File: src/rtl/mdt_pkg.sv
// shared types and constants for the multi-slot deadline timer
package mdt_pkg;

  localparam int TIME_W = 64;
  localparam int SLOT_W = 4;
  localparam int MASK_W = 16;

  typedef enum logic [1:0] {
    ACT_TICK    = 2'd0,
    ACT_ARM_ABS = 2'd1,
    ACT_ARM_REL = 2'd2,
    ACT_REMOVE  = 2'd3
  } action_t;

  typedef enum logic [2:0] {
    ST_IDLE,
    ST_APPLY,
    ST_SCAN,
    ST_LAST,
    ST_RESULT
  } state_t;

  typedef struct packed {
    logic load;
    logic apply;
    logic scan_step;
    logic publish;
  } cmd_t;

  typedef struct packed {
    logic scan_last;
    logic out_free;
  } stat_t;

endpackage

File: src/rtl/mdt_dp.sv
// datapath: deadline memory, slot marks, scan compare and result register
module mdt_dp #(
  parameter int USED  = 16,
  parameter int IDX_W = 4
) (
  input  logic                         clk,
  input  logic                         rst_n,
  input  mdt_pkg::cmd_t                cmd,
  output mdt_pkg::stat_t               stat,
  input  logic [1:0]                   in_action,
  input  logic [mdt_pkg::SLOT_W-1:0]   in_slot,
  input  logic [mdt_pkg::TIME_W-1:0]   in_time_value,
  input  logic [mdt_pkg::TIME_W-1:0]   in_now_us,
  output logic                         out_valid,
  input  logic                         out_stall,
  output logic                         out_status,
  output logic [mdt_pkg::MASK_W-1:0]   out_newly_fired,
  output logic [mdt_pkg::MASK_W-1:0]   out_signaled
);

  localparam int SLOT_CMP_W = mdt_pkg::SLOT_W + 1;

  logic [mdt_pkg::TIME_W-1:0] mem [USED];

  mdt_pkg::action_t           act_r;
  logic [mdt_pkg::SLOT_W-1:0] slot_r;
  logic [mdt_pkg::TIME_W-1:0] tval_r;
  logic [mdt_pkg::TIME_W-1:0] now_r;

  logic [USED-1:0]            armed_r, armed_nxt;
  logic [USED-1:0]            sig_r, sig_nxt;
  logic [USED-1:0]            fired_r, fired_nxt;
  logic                       status_r, status_nxt;

  logic [IDX_W-1:0]           cnt_r;
  logic                       cmp_en_r;
  logic [IDX_W-1:0]           cmp_idx_r;
  logic [mdt_pkg::TIME_W-1:0] rd_data_r;

  logic                       out_valid_r;
  logic                       out_status_r;
  logic [mdt_pkg::MASK_W-1:0] out_fired_r;
  logic [mdt_pkg::MASK_W-1:0] out_sig_r;

  logic                       in_range;
  logic [IDX_W-1:0]           slot_idx;
  logic                       is_arm;
  logic                       hit;
  logic [mdt_pkg::TIME_W-1:0] wdata;

  assign slot_idx = slot_r[IDX_W-1:0];
  assign in_range = {1'b0, slot_r} < SLOT_CMP_W'(USED);
  assign is_arm   = (act_r == mdt_pkg::ACT_ARM_ABS) || (act_r == mdt_pkg::ACT_ARM_REL);
  assign wdata    = (act_r == mdt_pkg::ACT_ARM_ABS) ? tval_r : now_r + tval_r;
  assign hit      = cmp_en_r && armed_r[cmp_idx_r] && !sig_r[cmp_idx_r] &&
                    (now_r >= rd_data_r);

  assign stat.scan_last = (cnt_r == IDX_W'(USED - 1));
  assign stat.out_free  = !out_valid_r || !out_stall;

  // beat capture
  always_ff @(posedge clk) begin
    if (cmd.load) begin
      act_r  <= mdt_pkg::action_t'(in_action);
      slot_r <= in_slot;
      tval_r <= in_time_value;
      now_r  <= in_now_us;
    end
  end

  // deadline memory
  always_ff @(posedge clk) begin
    if (cmd.apply && is_arm && in_range) begin
      mem[slot_idx] <= wdata;
    end
    if (cmd.scan_step) begin
      rd_data_r <= mem[cnt_r];
    end
  end

  always_comb begin
    armed_nxt  = armed_r;
    sig_nxt    = sig_r;
    fired_nxt  = fired_r;
    status_nxt = status_r;
    if (cmd.load) begin
      fired_nxt  = '0;
      status_nxt = 1'b0;
    end
    if (cmd.apply) begin
      case (act_r)
        mdt_pkg::ACT_ARM_ABS, mdt_pkg::ACT_ARM_REL: begin
          if (in_range) begin
            armed_nxt[slot_idx] = 1'b1;
            sig_nxt[slot_idx]   = 1'b0;
          end
        end
        mdt_pkg::ACT_REMOVE: begin
          if (in_range && armed_r[slot_idx]) begin
            armed_nxt[slot_idx] = 1'b0;
            sig_nxt[slot_idx]   = 1'b0;
          end else begin
            status_nxt = 1'b1;
          end
        end
        default: ;
      endcase
    end
    if (hit) begin
      sig_nxt[cmp_idx_r]   = 1'b1;
      fired_nxt[cmp_idx_r] = 1'b1;
    end
  end

  always_ff @(posedge clk) begin
    if (!rst_n) begin
      armed_r  <= '0;
      sig_r    <= '0;
      cmp_en_r <= 1'b0;
      cnt_r    <= '0;
    end else begin
      armed_r  <= armed_nxt;
      sig_r    <= sig_nxt;
      cmp_en_r <= cmd.scan_step;
      if (cmd.load) begin
        cnt_r <= '0;
      end else if (cmd.scan_step) begin
        cnt_r <= cnt_r + IDX_W'(1);
      end
    end
  end

  always_ff @(posedge clk) begin
    fired_r   <= fired_nxt;
    status_r  <= status_nxt;
    cmp_idx_r <= cnt_r;
  end

  // result register
  always_ff @(posedge clk) begin
    if (!rst_n) begin
      out_valid_r <= 1'b0;
    end else if (cmd.publish) begin
      out_valid_r <= 1'b1;
    end else if (!out_stall) begin
      out_valid_r <= 1'b0;
    end
  end

  always_ff @(posedge clk) begin
    if (cmd.publish) begin
      out_status_r <= status_r;
      out_fired_r  <= mdt_pkg::MASK_W'(fired_r);
      out_sig_r    <= mdt_pkg::MASK_W'(armed_r & sig_r);
    end
  end

  assign out_valid       = out_valid_r;
  assign out_status      = out_status_r;
  assign out_newly_fired = out_fired_r;
  assign out_signaled    = out_sig_r;

endmodule

File: src/rtl/mdt_ctrl.sv
// controller: sequences one beat through apply or scan and hands off the result
module mdt_ctrl (
  input  logic           clk,
  input  logic           rst_n,
  input  logic           in_valid,
  input  logic [1:0]     in_action,
  output logic           in_stall,
  input  mdt_pkg::stat_t stat,
  output mdt_pkg::cmd_t  cmd
);

  mdt_pkg::state_t state_r, state_nxt;

  always_ff @(posedge clk) begin
    if (!rst_n) begin
      state_r <= mdt_pkg::ST_IDLE;
    end else begin
      state_r <= state_nxt;
    end
  end

  always_comb begin
    state_nxt = state_r;
    cmd       = '0;
    in_stall  = 1'b1;
    case (state_r)
      mdt_pkg::ST_IDLE: begin
        in_stall = 1'b0;
        if (in_valid) begin
          cmd.load = 1'b1;
          if (in_action == mdt_pkg::ACT_TICK) begin
            state_nxt = mdt_pkg::ST_SCAN;
          end else begin
            state_nxt = mdt_pkg::ST_APPLY;
          end
        end
      end
      mdt_pkg::ST_APPLY: begin
        cmd.apply = 1'b1;
        state_nxt = mdt_pkg::ST_RESULT;
      end
      mdt_pkg::ST_SCAN: begin
        cmd.scan_step = 1'b1;
        if (stat.scan_last) begin
          state_nxt = mdt_pkg::ST_LAST;
        end
      end
      mdt_pkg::ST_LAST: begin
        state_nxt = mdt_pkg::ST_RESULT;
      end
      mdt_pkg::ST_RESULT: begin
        if (stat.out_free) begin
          cmd.publish = 1'b1;
          state_nxt   = mdt_pkg::ST_IDLE;
        end
      end
      default: begin
        state_nxt = mdt_pkg::ST_IDLE;
      end
    endcase
  end

endmodule

File: src/rtl/multi_slot_deadline_timer_top.sv
// top level of the multi-slot deadline timer
// A table of deadline timer slots, each with a 64-bit microsecond deadline,
// an armed mark and a sticky signaled mark. Every input beat gives exactly
// one result beat. Arm-absolute, arm-relative and remove beats go from
// accept to result through capture, apply and publish. A tick walks the
// deadline memory one slot per cycle through its single read port. Only
// slots 0..15 can be addressed by the 4-bit slot field, so larger tables
// keep no storage beyond sixteen slots. The result sits in an output
// register, so a new beat is taken while the last result still waits to
// be read; the block stalls its input only while a beat is in flight.
module multi_slot_deadline_timer_top #(
  parameter int TIMER_SLOTS = 16
) (
  input  logic                       clk,
  input  logic                       rst_n,
  // input channel
  input  logic                       in_valid,
  output logic                       in_stall,
  input  logic [1:0]                 in_action,
  input  logic [mdt_pkg::SLOT_W-1:0] in_slot,
  input  logic [mdt_pkg::TIME_W-1:0] in_time_value,
  input  logic [mdt_pkg::TIME_W-1:0] in_now_us,
  // result channel
  output logic                       out_valid,
  input  logic                       out_stall,
  output logic                       out_status,
  output logic [mdt_pkg::MASK_W-1:0] out_newly_fired,
  output logic [mdt_pkg::MASK_W-1:0] out_signaled
);

  // slots reachable by the slot field
  localparam int USED  = (TIMER_SLOTS < mdt_pkg::MASK_W) ? TIMER_SLOTS : mdt_pkg::MASK_W;
  localparam int IDX_W = (USED > 1) ? $clog2(USED) : 1;

  mdt_pkg::cmd_t  cmd;
  mdt_pkg::stat_t stat;

  // sequencer
  mdt_ctrl u_ctrl (
    .clk       (clk),
    .rst_n     (rst_n),
    .in_valid  (in_valid),
    .in_action (in_action),
    .in_stall  (in_stall),
    .stat      (stat),
    .cmd       (cmd)
  );

  // storage, compare and result register
  mdt_dp #(
    .USED  (USED),
    .IDX_W (IDX_W)
  ) u_dp (
    .clk             (clk),
    .rst_n           (rst_n),
    .cmd             (cmd),
    .stat            (stat),
    .in_action       (in_action),
    .in_slot         (in_slot),
    .in_time_value   (in_time_value),
    .in_now_us       (in_now_us),
    .out_valid       (out_valid),
    .out_stall       (out_stall),
    .out_status      (out_status),
    .out_newly_fired (out_newly_fired),
    .out_signaled    (out_signaled)
  );

endmodule
File: config.mk
export PLATFORM = sky130hd
export DESIGN_NAME = multi_slot_deadline_timer_top
export DESIGN_NICKNAME = d
export VERILOG_FILES = /design/src/rtl/mdt_pkg.sv /design/src/rtl/mdt_dp.sv /design/src/rtl/mdt_ctrl.sv /design/src/rtl/multi_slot_deadline_timer_top.sv
export SDC_FILE = /design/constraint.sdc
export NUM_CORES = 2
export LEC_CHECK = 0
export BUFFER_PORTS_ARGS = -buffer_cell sky130_fd_sc_hd__buf_2
export CAP_MARGIN = 20
export CELL_PAD_IN_SITES_DETAIL_PLACEMENT = 1
export CELL_PAD_IN_SITES_GLOBAL_PLACEMENT = 2
export CORE_MARGIN = 2
export CORE_UTILIZATION = 43
export DETAILED_ROUTE_END_ITERATION = 12
export GPL_TIMING_DRIVEN = 0
export PLACE_DENSITY = 0.86
export SYNTH_ARGS = -nofsm -noshare
export SYNTH_HDL_FRONTEND = slang
export SYNTH_SLANG_ARGS = --single-unit
File: constraint.sdc
create_clock -name clk -period 4.2 [get_ports clk]
set_input_delay 0.21 -clock clk [delete_from_list [all_inputs] [get_ports clk]]
set_output_delay 0.21 -clock clk [all_outputs]
set_load 0.03 [all_outputs]
==> impl_metrics.toml <==
[worst_setup_path]
cp_slowest_stage_delay_ns = 0.52
cpMaxStageDelayCell = "edfxtp_1"
cp_max_fo = 16
r2r_cells = 11
arrival_ns = 4.65
path_class = "reg2reg"
cp.depth = 11
critPathTopFamily = "compound AO/OA/AOI/OAI gates"
crit_path_frequent_cell = "a21o_1"
startpoint_type = "register"
crit_path_cell_trace = "ha_1, a21o_1, o21bai_2, o211ai_1, nand2_1, a21o_1, o21ai_4, o21ai_1, nor4b_2, a311oi_4, buf_12"
worst-endpoint-required_ns = 4.72
endpoint_kind = "register"
path_buf_inv = 1

[synthesis]
synthMuxAreaShare = 0.136
yosysTopAreaCell = "edfxtp_1"
synth_edf_count = 1255
netlist.area_leader.share = 0.693
synth_adder_area_share = 0.0305
async_flop_share = 0
ys.flop_type = "edfxtp_1"
synth_area_per_cell_sq_um = 18.2
syn_nets = 3252
synth_cell_types = 77
ys_seq_area_frac = 0.716
synth_area_sq_um = 54400
synth.most_common_cell = "edfxtp_1"
synthTopCellsByArea = "edfxtp_1 (69%), mux4_2 (13%), ha_1 (3.0%), dfxtp_1 (2.3%), o21ai_0 (1.3%)"
yosys.area_share.simple = 0.0414
synth_xor_area_frac = 0.00870
ys_seq_elements = 1317
ys_top_cells_by_count = "edfxtp_1 (1255), mux4_2 (323), nand2_1 (172), o21ai_0 (142), ha_1 (131)"
ys_warn_count = 0
synth_compound_area_frac = 0.0511
netlist_instances = 2982
synth_top_family_by_area = "multiplexers"

[clock_network]
tritoncts = "yes"
root_buffer = "clkbuf_16"
cts.sinks = 1317
clk_pin_slew_worst_paths_ns = 0.07
cts_buffers = 139
htree_num_levels = 4
clk_latency_ns = 0.79
clockBufferDepth = 3

[final_layout]
multi_input_area_sq_um = 15000
seqCellArea_sq_um = 38900
diodes = 0
syn_to_final_growth_pct = 21.2
drive_above_1_share = 0.259
final_util = 0.525
fillers = 11561
layout.nets = 3856

[pwr]
power_switching_uw = 8460
swShare = 0.261
clockPowerShare = 0.381
p_int_uw = 23900
leakage_uw = 0.0219
p_per_area_nw_per_um2 = 491
vdd_drop_max_mv = 0.517
total_power_uw = 32400
seqPwrFrac = 0.491
comb_power_share = 0.128

[floorplan]
die_h_um = 360
rows = 130
dieArea_sq_um = 129000
die_w_um = 360
coreArea_sq_um = 126000
io_pins = 173
initial_utilization = 0.433

[routing]
routed_wl_um = 168000
antenna_left = 0
dr.pass1.iters = 5
num_vias = 32491
via_per_inst = 6.08
drc = 0
wl_per_cell_um = 31.4
drtIter0Drc = 4025

[timing]
finalHoldViolCount = 0
min_period_ns = 4.14
fmax_mhz = 242
skew_ns = 0.0446
relSlewSlack = 0.198
slew_violations = 0
finalSetupViolCount = 0
timing.final.crit_share = 0.985
worstMarginPinSlew_ns = 1.20
rsz0062_at_grt = "false"

[run]
cap_violations = 0

[placed_design]
detailed_place_hpwl_um = 109000
gp_congestion = 0.834
io_buffers = 172

[hold_path]
hold_depth = 2
hp-class = "in2reg"

[global_route]
grt_antenna_before_repair = 0
grt_max_degree = 87
overflow = 0
grt_pass1_vias = 34308
grtUsageTotal = 0.259
grt_pass1_wl_um = 242000

[outcome]
status = "completed"
## state kept, by name, summed over array words and instances (netlist names), named ones only
name and flops:
u_dp.slot_idx 4, u_dp.mem 1024, u_dp.rd_data_r 64, u_dp.cmp_en_r 1, u_ctrl.state_r 3, u_dp.out_signaled 16, u_dp.fired_r 16, u_dp.cnt_r 4
u_dp.out_newly_fired 16, u_dp.status_r 1, u_dp.act_r 2, u_dp.out_status 1, u_dp.sig_r 16, u_dp.cmp_idx_r 4, u_dp.out_valid 1, u_dp.now_r 64
u_dp.tval_r 64
## per-layer routing
layer,up-vias,global-route usage,part of all wire
met5,-,0,0
met4,0,0.113,0.043
met3,351,0.0479,0.083
met2,1806,0.430,0.49
met1,17022,0.334,0.38
li1,13312,-,-
## placed cells by master (no fill, tap or decap), types with 27 or more instances in the layout
master	instances
clkbuf_1	113
buf_1	27
mux4_2	323
o21ai_0	109
buf_2	199
dfxtp_1	62
nand2_1	172
xnor2_1	28
inv_1	94
a21o_1	57
edfxtp_1	1255
nor2_1	87
buf_12	36
buf_4	39
ha_1	131
clkinv_2	28
a21oi_1	104
nand4_1	35
clkbuf_16	139
dlygate4sd3_1	137
## through the flow
stage | area (sq um) | std cells | setup TNS [ns] | setup WS [ns] | hold slack, ns
2_1_floorplan | 54400 | 2982 | -5.05 | -0.0239 | 0.309
3_3_place_gp | 57300 | 4804 | -5032.19 | -4.18 | 0.368
3_5_place_dp | 59300 | 4918 | -262.54 | -1.31 | 0.388
5_1_grt | 65900 | 5345 | 0 | 0.00452 | 0.119
6_report | 65900 | 5345 | 0 | 0.0647 | 0.122
4_1_cts | 65500 | 5323 | 0 | 0.0207 | 0.0878
## cell families after synthesis
family | after synthesis
xor gates and xnor gates | 54
DFF | 1317
adders and majority gates | 132
AOI/OAI and AO/OA | 447
and+or+nand+nor | 473
muxes | 333
buffers and inverters | 226
## area by class of cell
type / count / area share
inverter: 97 / 0.00560
multi-input combinational: 1439 / 0.228
buffer: 129 / 0.00795
timing repair buffer: 463 / 0.0680
sequential: 1317 / 0.591
clock inverter: 83 / 0.0139
tap: 1650 / 0.0313
clock buffer: 167 / 0.0548
## final timing paths
path | startpoint | to | slack [ns]
worst max register to register | u_dp.tval_r[4] | u_dp.mem[10][53] | 0.06
worst min register to register | u_dp.cnt_r[0] | u_dp.cmp_idx_r[0] | 0.40
worst min-delay path | in_now_us[17] | u_dp.now_r[17] | 0.12
worst max-delay path | u_dp.tval_r[4] | u_dp.mem[10][53] | 0.06
## power by group through the flow
stage / Clock (uW) / Sequential (uW) / Combinational (uW)
after floorplan: 0 / 16100 / 2110
after detailed placement: 0 / 16200 / 3690
after global routing: 12900 / 15900 / 4430
final: 12300 / 15900 / 4140
after global placement: 0 / 16300 / 3210
after CTS: 12400 / 15900 / 3970
## timing repair
item                                    CTS  global route
endpoints found under the setup margin  580           302
endpoints found under the hold margin   150             0
hold buffers                            137             0
gates resized for setup                  46            27
pin swaps                                12             4
buffers inserted                         18             2
Note: power is estimated with default switching activity, not from simulation.
